<file path="src/rtl/core/cia_pkg.sv">
// ----------------------------------------------------------------------------
// cia_pkg: shared constants and types
// Opcodes, status codes, cell modes and the control struct of the cell chain.
// ----------------------------------------------------------------------------
`timescale 1ns / 1ps
`default_nettype none

package cia_pkg;

  localparam int DATA_WIDTH_DEF = 16;
  localparam int OP_W           = 3;
  localparam int ST_W           = 2;
  localparam int MODE_W         = 2;

  localparam logic [OP_W-1:0] OP_ADD = 3'd0;
  localparam logic [OP_W-1:0] OP_SUB = 3'd1;
  localparam logic [OP_W-1:0] OP_MUL = 3'd2;
  localparam logic [OP_W-1:0] OP_DIV = 3'd3;
  localparam logic [OP_W-1:0] OP_REM = 3'd4;

  localparam logic [ST_W-1:0] ST_OK    = 2'd0;
  localparam logic [ST_W-1:0] ST_OVER  = 2'd1;
  localparam logic [ST_W-1:0] ST_UNDER = 2'd2;
  localparam logic [ST_W-1:0] ST_DIV0  = 2'd3;

  // what a cell does with the request it holds
  localparam logic [MODE_W-1:0] MODE_PASS = 2'd0;
  localparam logic [MODE_W-1:0] MODE_MUL  = 2'd1;
  localparam logic [MODE_W-1:0] MODE_DIV  = 2'd2;

  typedef struct packed {
    logic [MODE_W-1:0] mode;
    logic              is_rem;
    logic              na;
    logic              nb;
    logic [ST_W-1:0]   status;
  } cia_ctl_t;

endpackage

`default_nettype wire

</file>
<file path="src/rtl/core/cia_if.sv">
// ----------------------------------------------------------------------------
// cia_if: request and result channels
// Valid/ready channels carrying the ALU operation and its checked result.
// ----------------------------------------------------------------------------
`timescale 1ns / 1ps
`default_nettype none

interface cia_req_if #(
  parameter int DATA_WIDTH = cia_pkg::DATA_WIDTH_DEF
) ();
  logic                         valid;
  logic                         ready;
  logic [cia_pkg::OP_W-1:0]     opcode;
  logic signed [DATA_WIDTH-1:0] left_operand;
  logic signed [DATA_WIDTH-1:0] right_operand;

  modport source (output valid, opcode, left_operand, right_operand, input ready);
  modport sink   (input valid, opcode, left_operand, right_operand, output ready);
endinterface

interface cia_rsp_if #(
  parameter int DATA_WIDTH = cia_pkg::DATA_WIDTH_DEF
) ();
  logic                         valid;
  logic                         ready;
  logic signed [DATA_WIDTH-1:0] result_value;
  logic [cia_pkg::ST_W-1:0]     status;

  modport source (output valid, result_value, status, input ready);
  modport sink   (input valid, result_value, status, output ready);
endinterface

`default_nettype wire

</file>
<file path="src/rtl/core/cia_prep.sv">
// ----------------------------------------------------------------------------
// cia_prep: operand decode stage
// Settles add, subtract and all special cases; loads magnitudes for the chain.
// ----------------------------------------------------------------------------
`timescale 1ns / 1ps
`default_nettype none

module cia_prep #(
  parameter int DATA_WIDTH = cia_pkg::DATA_WIDTH_DEF
) (
  input  logic                  clk,
  input  logic                  rst_n,
  cia_req_if.sink               req,
  output logic                  dn_valid,
  input  logic                  dn_ready,
  output cia_pkg::cia_ctl_t     dn_ctl,
  output logic [DATA_WIDTH-1:0] dn_hi,
  output logic [DATA_WIDTH-1:0] dn_lo,
  output logic [DATA_WIDTH-1:0] dn_opnd
);

  localparam logic [DATA_WIDTH-1:0] MIN_VAL = {1'b1, {(DATA_WIDTH-1){1'b0}}};
  localparam logic [DATA_WIDTH-1:0] ALL_ONE = {DATA_WIDTH{1'b1}};
  localparam logic [DATA_WIDTH-1:0] ZERO    = {DATA_WIDTH{1'b0}};

  logic                  valid_r;
  cia_pkg::cia_ctl_t     ctl_r, ctl_nxt;
  logic [DATA_WIDTH-1:0] hi_r, hi_nxt;
  logic [DATA_WIDTH-1:0] lo_r, lo_nxt;
  logic [DATA_WIDTH-1:0] opnd_r, opnd_nxt;

  logic [DATA_WIDTH-1:0] a, b, ma, mb, sum, dif;
  logic                  na, nb;

  assign a   = req.left_operand;
  assign b   = req.right_operand;
  assign na  = a[DATA_WIDTH-1];
  assign nb  = b[DATA_WIDTH-1];
  assign ma  = na ? (ZERO - a) : a;
  assign mb  = nb ? (ZERO - b) : b;
  assign sum = a + b;
  assign dif = a - b;

  always_comb begin
    ctl_nxt.mode   = cia_pkg::MODE_PASS;
    ctl_nxt.is_rem = (req.opcode == cia_pkg::OP_REM);
    ctl_nxt.na     = na;
    ctl_nxt.nb     = nb;
    ctl_nxt.status = cia_pkg::ST_OK;
    hi_nxt         = ZERO;
    lo_nxt         = ZERO;   // early result value for pass-through requests
    opnd_nxt       = ZERO;
    case (req.opcode)
      cia_pkg::OP_ADD: begin
        if (!na && !nb && sum[DATA_WIDTH-1]) begin
          ctl_nxt.status = cia_pkg::ST_OVER;
        end else if (na && nb && !sum[DATA_WIDTH-1]) begin
          ctl_nxt.status = cia_pkg::ST_UNDER;
        end else begin
          lo_nxt = sum;
        end
      end
      cia_pkg::OP_SUB: begin
        if (!na && nb && dif[DATA_WIDTH-1]) begin
          ctl_nxt.status = cia_pkg::ST_OVER;
        end else if (na && !nb && (b != ZERO) && !dif[DATA_WIDTH-1]) begin
          ctl_nxt.status = cia_pkg::ST_UNDER;
        end else begin
          lo_nxt = dif;
        end
      end
      cia_pkg::OP_MUL: begin
        if ((a != ZERO) && (b != ZERO)) begin
          ctl_nxt.mode = cia_pkg::MODE_MUL;
          lo_nxt       = mb;
          opnd_nxt     = ma;
        end
      end
      cia_pkg::OP_DIV, cia_pkg::OP_REM: begin
        if (b == ZERO) begin
          ctl_nxt.status = cia_pkg::ST_DIV0;
        end else if (a == ZERO) begin
          ctl_nxt.status = cia_pkg::ST_OK;
        end else if ((a == MIN_VAL) && (b == ALL_ONE)) begin
          ctl_nxt.status = cia_pkg::ST_OVER;
        end else begin
          ctl_nxt.mode = cia_pkg::MODE_DIV;
          lo_nxt       = ma;
          opnd_nxt     = mb;
        end
      end
      default: begin
        ctl_nxt.status = cia_pkg::ST_OK;
      end
    endcase
  end

  assign req.ready = !valid_r || dn_ready;

  always_ff @(posedge clk) begin
    if (!rst_n) begin
      valid_r <= 1'b0;
    end else if (req.ready) begin
      valid_r <= req.valid;
    end
  end

  always_ff @(posedge clk) begin
    if (req.valid && req.ready) begin
      ctl_r  <= ctl_nxt;
      hi_r   <= hi_nxt;
      lo_r   <= lo_nxt;
      opnd_r <= opnd_nxt;
    end
  end

  assign dn_valid = valid_r;
  assign dn_ctl   = ctl_r;
  assign dn_hi    = hi_r;
  assign dn_lo    = lo_r;
  assign dn_opnd  = opnd_r;

endmodule

`default_nettype wire

</file>
<file path="src/rtl/core/cia_cell.sv">
// ----------------------------------------------------------------------------
// cia_cell: one step of the multiply / divide chain
// Shift-add multiply step, restoring divide step or pass-through, registered, with handshake.
// ----------------------------------------------------------------------------
`timescale 1ns / 1ps
`default_nettype none

module cia_cell #(
  parameter int DATA_WIDTH = cia_pkg::DATA_WIDTH_DEF
) (
  input  logic                  clk,
  input  logic                  rst_n,
  input  logic                  up_valid,
  output logic                  up_ready,
  input  cia_pkg::cia_ctl_t     up_ctl,
  input  logic [DATA_WIDTH-1:0] up_hi,
  input  logic [DATA_WIDTH-1:0] up_lo,
  input  logic [DATA_WIDTH-1:0] up_opnd,
  output logic                  dn_valid,
  input  logic                  dn_ready,
  output cia_pkg::cia_ctl_t     dn_ctl,
  output logic [DATA_WIDTH-1:0] dn_hi,
  output logic [DATA_WIDTH-1:0] dn_lo,
  output logic [DATA_WIDTH-1:0] dn_opnd
);

  logic                  valid_r;
  cia_pkg::cia_ctl_t     ctl_r;
  logic [DATA_WIDTH-1:0] hi_r, hi_nxt;
  logic [DATA_WIDTH-1:0] lo_r, lo_nxt;
  logic [DATA_WIDTH-1:0] opnd_r;

  logic [DATA_WIDTH:0]   msum;   // multiply: high half plus addend
  logic [DATA_WIDTH:0]   trial;  // divide: shifted partial remainder
  logic [DATA_WIDTH:0]   tdif;
  logic                  ge;

  assign msum  = {1'b0, up_hi} + (up_lo[0] ? {1'b0, up_opnd} : {(DATA_WIDTH+1){1'b0}});
  assign trial = {up_hi, up_lo[DATA_WIDTH-1]};
  assign tdif  = trial - {1'b0, up_opnd};
  assign ge    = (trial >= {1'b0, up_opnd});

  always_comb begin
    case (up_ctl.mode)
      cia_pkg::MODE_MUL: begin
        hi_nxt = msum[DATA_WIDTH:1];
        lo_nxt = {msum[0], up_lo[DATA_WIDTH-1:1]};
      end
      cia_pkg::MODE_DIV: begin
        // remainder stays below the divisor, so it fits the low bits
        hi_nxt = ge ? tdif[DATA_WIDTH-1:0] : trial[DATA_WIDTH-1:0];
        lo_nxt = {up_lo[DATA_WIDTH-2:0], ge};
      end
      default: begin
        hi_nxt = up_hi;
        lo_nxt = up_lo;
      end
    endcase
  end

  assign up_ready = !valid_r || dn_ready;

  always_ff @(posedge clk) begin
    if (!rst_n) begin
      valid_r <= 1'b0;
    end else if (up_ready) begin
      valid_r <= up_valid;
    end
  end

  always_ff @(posedge clk) begin
    if (up_valid && up_ready) begin
      ctl_r  <= up_ctl;
      hi_r   <= hi_nxt;
      lo_r   <= lo_nxt;
      opnd_r <= up_opnd;
    end
  end

  assign dn_valid = valid_r;
  assign dn_ctl   = ctl_r;
  assign dn_hi    = hi_r;
  assign dn_lo    = lo_r;
  assign dn_opnd  = opnd_r;

endmodule

`default_nettype wire

</file>
<file path="src/rtl/core/cia_fin.sv">
// ----------------------------------------------------------------------------
// cia_fin: result stage
// Range check of the product, sign fix-up, and the output register.
// ----------------------------------------------------------------------------
`timescale 1ns / 1ps
`default_nettype none

module cia_fin #(
  parameter int DATA_WIDTH = cia_pkg::DATA_WIDTH_DEF
) (
  input  logic                  clk,
  input  logic                  rst_n,
  input  logic                  up_valid,
  output logic                  up_ready,
  input  cia_pkg::cia_ctl_t     up_ctl,
  input  logic [DATA_WIDTH-1:0] up_hi,
  input  logic [DATA_WIDTH-1:0] up_lo,
  cia_rsp_if.source             rsp
);

  localparam logic [DATA_WIDTH-1:0]   ZERO    = {DATA_WIDTH{1'b0}};
  localparam logic [DATA_WIDTH-1:0]   MIN_VAL = {1'b1, {(DATA_WIDTH-1){1'b0}}};
  localparam logic [2*DATA_WIDTH-1:0] LIM_NEG = {ZERO, MIN_VAL};
  localparam logic [2*DATA_WIDTH-1:0] LIM_POS = {ZERO, MIN_VAL - 1'b1};

  logic                     valid_r;
  logic [DATA_WIDTH-1:0]    result_r, result_nxt;
  logic [cia_pkg::ST_W-1:0] status_r, status_nxt;

  logic [2*DATA_WIDTH-1:0]  prod;
  logic                     neg;

  assign prod = {up_hi, up_lo};
  assign neg  = up_ctl.na ^ up_ctl.nb;

  always_comb begin
    result_nxt = ZERO;
    status_nxt = cia_pkg::ST_OK;
    case (up_ctl.mode)
      cia_pkg::MODE_PASS: begin
        result_nxt = up_lo;
        status_nxt = up_ctl.status;
      end
      cia_pkg::MODE_MUL: begin
        if (prod > (neg ? LIM_NEG : LIM_POS)) begin
          status_nxt = neg ? cia_pkg::ST_UNDER : cia_pkg::ST_OVER;
        end else begin
          result_nxt = neg ? (ZERO - up_lo) : up_lo;
        end
      end
      cia_pkg::MODE_DIV: begin
        // quotient in lo, remainder in hi; remainder follows the dividend sign
        if (up_ctl.is_rem) begin
          result_nxt = up_ctl.na ? (ZERO - up_hi) : up_hi;
        end else begin
          result_nxt = neg ? (ZERO - up_lo) : up_lo;
        end
      end
      default: begin
        result_nxt = ZERO;
      end
    endcase
  end

  assign up_ready = !valid_r || rsp.ready;

  always_ff @(posedge clk) begin
    if (!rst_n) begin
      valid_r <= 1'b0;
    end else if (up_ready) begin
      valid_r <= up_valid;
    end
  end

  always_ff @(posedge clk) begin
    if (up_valid && up_ready) begin
      result_r <= result_nxt;
      status_r <= status_nxt;
    end
  end

  assign rsp.valid        = valid_r;
  assign rsp.result_value = result_r;
  assign rsp.status       = status_r;

endmodule

`default_nettype wire

</file>
<file path="src/rtl/core/checked_int16_alu.sv">
// ----------------------------------------------------------------------------
// checked_int16_alu: signed ALU with overflow / divide-by-zero status
// Registered stages: decode, one chain cell per operand bit, output.
// Throughput one request per cycle while results are taken; a result-channel stall backs up the chain.
// Synchronous active-low reset clears all valid bits; payload is not reset.
// ----------------------------------------------------------------------------
`timescale 1ns / 1ps
`default_nettype none

module checked_int16_alu #(
  parameter int DATA_WIDTH = cia_pkg::DATA_WIDTH_DEF
) (
  input  logic      clk,
  input  logic      rst_n,
  cia_req_if.sink   in_req,
  cia_rsp_if.source out_rsp
);

  // index 0 is the decode stage output, index k the output of cell k-1
  logic                  c_valid [0:DATA_WIDTH];
  logic                  c_ready [0:DATA_WIDTH];
  cia_pkg::cia_ctl_t     c_ctl   [0:DATA_WIDTH];
  logic [DATA_WIDTH-1:0] c_hi    [0:DATA_WIDTH];
  logic [DATA_WIDTH-1:0] c_lo    [0:DATA_WIDTH];
  logic [DATA_WIDTH-1:0] c_opnd  [0:DATA_WIDTH];

  cia_prep #(.DATA_WIDTH(DATA_WIDTH)) u_prep (
    .clk      (clk),
    .rst_n    (rst_n),
    .req      (in_req),
    .dn_valid (c_valid[0]),
    .dn_ready (c_ready[0]),
    .dn_ctl   (c_ctl[0]),
    .dn_hi    (c_hi[0]),
    .dn_lo    (c_lo[0]),
    .dn_opnd  (c_opnd[0])
  );

  for (genvar k = 0; k < DATA_WIDTH; k++) begin : g_cell
    cia_cell #(.DATA_WIDTH(DATA_WIDTH)) u_cell (
      .clk      (clk),
      .rst_n    (rst_n),
      .up_valid (c_valid[k]),
      .up_ready (c_ready[k]),
      .up_ctl   (c_ctl[k]),
      .up_hi    (c_hi[k]),
      .up_lo    (c_lo[k]),
      .up_opnd  (c_opnd[k]),
      .dn_valid (c_valid[k+1]),
      .dn_ready (c_ready[k+1]),
      .dn_ctl   (c_ctl[k+1]),
      .dn_hi    (c_hi[k+1]),
      .dn_lo    (c_lo[k+1]),
      .dn_opnd  (c_opnd[k+1])
    );
  end

  cia_fin #(.DATA_WIDTH(DATA_WIDTH)) u_fin (
    .clk      (clk),
    .rst_n    (rst_n),
    .up_valid (c_valid[DATA_WIDTH]),
    .up_ready (c_ready[DATA_WIDTH]),
    .up_ctl   (c_ctl[DATA_WIDTH]),
    .up_hi    (c_hi[DATA_WIDTH]),
    .up_lo    (c_lo[DATA_WIDTH]),
    .rsp      (out_rsp)
  );

endmodule

`default_nettype wire

</file>
<file path="src/flat_wrapper.sv">
// flat-port wrapper written by rule: the top's interface ports become plain ports
module checked_int16_alu_flat 
#(
  parameter int DATA_WIDTH = cia_pkg::DATA_WIDTH_DEF
)
  (clk, rst_n, in_req_valid, in_req_opcode, in_req_left_operand, in_req_right_operand, in_req_ready, out_rsp_valid, out_rsp_result_value, out_rsp_status, out_rsp_ready);
  cia_req_if #(.DATA_WIDTH(DATA_WIDTH)) in_req_i ();
  cia_rsp_if #(.DATA_WIDTH(DATA_WIDTH)) out_rsp_i ();
  input  logic clk;
  input  logic rst_n;
  input wire logic [$bits(in_req_i.valid)-1:0] in_req_valid;
  input wire logic [$bits(in_req_i.opcode)-1:0] in_req_opcode;
  input wire logic [$bits(in_req_i.left_operand)-1:0] in_req_left_operand;
  input wire logic [$bits(in_req_i.right_operand)-1:0] in_req_right_operand;
  output wire logic [$bits(in_req_i.ready)-1:0] in_req_ready;
  output wire logic [$bits(out_rsp_i.valid)-1:0] out_rsp_valid;
  output wire logic [$bits(out_rsp_i.result_value)-1:0] out_rsp_result_value;
  output wire logic [$bits(out_rsp_i.status)-1:0] out_rsp_status;
  input wire logic [$bits(out_rsp_i.ready)-1:0] out_rsp_ready;
  assign in_req_i.valid = in_req_valid;
  assign in_req_i.opcode = in_req_opcode;
  assign in_req_i.left_operand = in_req_left_operand;
  assign in_req_i.right_operand = in_req_right_operand;
  assign in_req_ready = in_req_i.ready;
  assign out_rsp_valid = out_rsp_i.valid;
  assign out_rsp_result_value = out_rsp_i.result_value;
  assign out_rsp_status = out_rsp_i.status;
  assign out_rsp_i.ready = out_rsp_ready;
  checked_int16_alu #(.DATA_WIDTH(DATA_WIDTH)) u_core (.clk(clk), .rst_n(rst_n), .in_req(in_req_i), .out_rsp(out_rsp_i));
endmodule
</file>
<file path="config.mk">
export PLATFORM = sky130hd
export DESIGN_NAME = checked_int16_alu_flat
export DESIGN_NICKNAME = d
export VERILOG_FILES = /design/src/rtl/core/cia_pkg.sv /design/src/rtl/core/cia_if.sv /design/src/rtl/core/cia_prep.sv /design/src/rtl/core/cia_cell.sv /design/src/rtl/core/cia_fin.sv /design/src/rtl/core/checked_int16_alu.sv /design/src/flat_wrapper.sv
export SDC_FILE = /design/constraint.sdc
export NUM_CORES = 2
export LEC_CHECK = 0
export BUFFER_PORTS_ARGS = -buffer_cell sky130_fd_sc_hd__buf_2
export CORE_MARGIN = 10
export CORE_UTILIZATION = 40
export CTS_BUF_LIST = sky130_fd_sc_hd__clkbuf_2 sky130_fd_sc_hd__clkbuf_4 sky130_fd_sc_hd__clkbuf_8
export DETAILED_ROUTE_END_ITERATION = 10
export PLACE_DENSITY_LB_ADDON = 0.1
export REMOVE_ABC_BUFFERS = 1
export SYNTH_ARGS = -nofsm -noshare
export SYNTH_HDL_FRONTEND = slang
export SYNTH_HIERARCHICAL = 1
export SYNTH_SLANG_ARGS = --single-unit
</file>
<file path="constraint.sdc">
create_clock -name clk -period 10.1 [get_ports clk]
set_clock_uncertainty 0.1 [all_clocks]
set_input_delay 1.515 -clock clk [delete_from_list [all_inputs] [get_ports clk]]
set_output_delay 1.515 -clock clk [all_outputs]
set_load 0.02 [all_outputs]
</file>
==> flow_summary.toml <==
[clock_network]
cts_setup_buffers = 0
worstSkewPairLatency_ns = 0.90
ctsHoldBuffers = 0
numCtsBuffers = 171
ctsHtreeMaxLevel = 4
cts_buffer_depth = 3
post_cts_resized = 0
clock-sinks = 939
cts_tree = "yes"
cts_root_buf = "clkbuf_8"
clkTransAtPathRegs_ns = 0.06

[sta]
setup_viol = 0
hold_violations = 0
worstMarginPinSlew_ns = 1.056
fmax_mhz = 150.5
finalCritPeriodShare = 0.6580
holdWs_ns = 0.3142
finalMaxSlewViolations = 0
slew_headroom = 0.2823
fin_tns_setup_ns = 0
period_minus_slack_ns = 6.646
grt_setup_unrepaired = "false"

[detailed_routing]
vias = 57950
dr.pass1.iters = 6
drtAntennaViolNets = 0
wl_per_cell_um = 18.22
drtIter0Drc = 4197
drc = 0
drt_wl_total_mm = 188.2
via_per_inst = 5.610

[synthesis]
syn_area_um2 = 73470
ys_warn_count = 6
synth_cells = 7732
avgSynthCellArea_um2 = 9.502

[pwr]
powerDensity_nw_per_um2 = 109.1
p_leak_nw = 31.08
max-vdd-ir-drop_mv = 0.1071

[worst_setup_path]
critPathArrivalTime_ns = 5.03
end_kind = "output port"
setup.worst_path.start = "out_rsp_ready"
crit_fanout = 3
critPathKind = "in -> out"
cp.required_ns = 8.49
critPathLaunchType = "input pin"
r2r_start = "u_core/u_fin/rsp.valid"

[global_routing]
grt_max_degree = 67
grt_pass1_vias = 56080
grt-ovfl-total = 0
antenna_found_initial = 3
grt_use_total = 0.1789
grt_pass1_wl_mm = 304.2

[floorplan]
ios = 59
core_region_area_um2 = 182900
die_w_um = 448.6
die-area_um2 = 201200
std_cell_rows = 157
die_h_um = 448.6
initial_core_util = 0.4017

[flow_run]
cap_violations = 0

[placement]
portBuffers = 58
placed_area_um2 = 75910
place_hpwl_mm = 145.4
dpl.cell_count = 10020
gp_congestion = 0.8857

[final_layout]
fin_area_um2 = 79440
nets = 8396
area_growth_pct = 8.125
drive_above_1_share = 0.08926
layoutNonFillerInstCount = 10330

[min_path]
min_from = "u_core/g_cell[5].u_cell/dn_ctl[3]"
hold_class = "reg -> reg"

[status]
status = "finished, final reports clean"
state kept, by name, summed over array words and instances (netlist names):
register	cells
u_core/g_cell.u_cell/dn_valid	16
u_core/u_prep/dn_ctl	7
u_core/g_cell.u_cell/dn_ctl	112
u_core/u_prep/dn_lo	16
u_core/g_cell.u_cell/dn_opnd	240
u_core/g_cell.u_cell/dn_hi	256
u_core/g_cell.u_cell/dn_lo	256
u_core/u_fin/rsp.status	2
u_core/u_fin/rsp.result_value	16
u_core/u_prep/dn_valid	1
u_core/u_prep/dn_opnd	16
u_core/u_fin/rsp.valid	1
metal layers:
metal,share of wire,global-route usage
met1,0.47,0.2416
met2,0.47,0.2998
met3,0.037,0.02481
met4,0.022,0.04691
met5,0.000096,0
layout by cell type, fill, tap and decap left out, types with 63 or more instances in the layout:
cell type / n
o21a_1: 116
a21o_1: 102
clkbuf_8: 174
buf_4: 69
inv_1: 598
nand3_1: 210
xnor2_1: 243
xor2_1: 127
a211oi_1: 63
nor2b_1: 86
edfxtp_1: 921
a31oi_1: 88
nor3_1: 148
a21oi_1: 412
o21ai_0: 648
nand2b_1: 99
mux2i_1: 69
and2_1: 274
nor2_1: 364
a22oi_1: 314
ha_1: 584
a221oi_1: 71
nand2_1: 659
critical path, cell delays in order:
cell	delay (ns)
buf_2	0.09
nand2b_1	0.15
nand2b_1	0.23
nand2b_1	0.21
nand2b_1	0.18
nand2b_1	0.17
nand2b_1	0.16
nand2b_1	0.17
nand2b_1	0.16
nand2b_1	0.16
nand2b_1	0.16
nand2b_1	0.17
nand2b_1	0.17
nand2b_1	0.17
nand2b_1	0.17
nand2b_1	0.18
nand2b_1	0.17
nand2b_1	0.17
nand2b_1	0.26
buf_2	0.21
report_power, final:
group	total, mW	internal, mW	leakage [nW]	switching, mW
clock network	3.73	2.04	1.84	1.69
logic	0.618	0.254	20.0	0.364
registers	4.32	4.28	9.22	0.0464
total	8.67	6.57	31.1	2.10
area by class of cell:
class / count / area (um^2)
diodes: 1 / 2.502
clock buffers: 220 / 2740
clock inverters: 92 / 787.0
fillers: 17850 / 103400
inverters: 599 / 2248
multi-input cells: 5888 / 41760
flip-flops and latches: 939 / 28020
well taps: 2464 / 3083
repair buffers: 127 / 808.3
metrics by stage:
step / util / total power [mW] / worst slack (ns)
after detailed placement: 0.4151 / 5.009 / 3.521
after global placement: 0.4151 / 5.006 / 3.452
after global routing: 0.4344 / 9.097 / 3.173
after floorplan: - / 4.842 / 4.198
final: 0.4344 / 8.669 / 3.454
after CTS: 0.4344 / 8.833 / 3.468
worst paths after layout:
| path | to | cells after the start | slack [ns] |
|---|---|---|---|
| worst min register to register | u_core/g_cell[6].u_cell/dn_ctl[3] | 0 | 0.31 |
| worst min-delay path | u_core/g_cell[6].u_cell/dn_ctl[3] | 0 | 0.31 |
| worst max-delay path | in_req_ready | 20 | 3.45 |
| worst max register to register | u_core/u_prep/dn_opnd[7] | 19 | 5.57 |
Power figures use the tool's default switching activity.
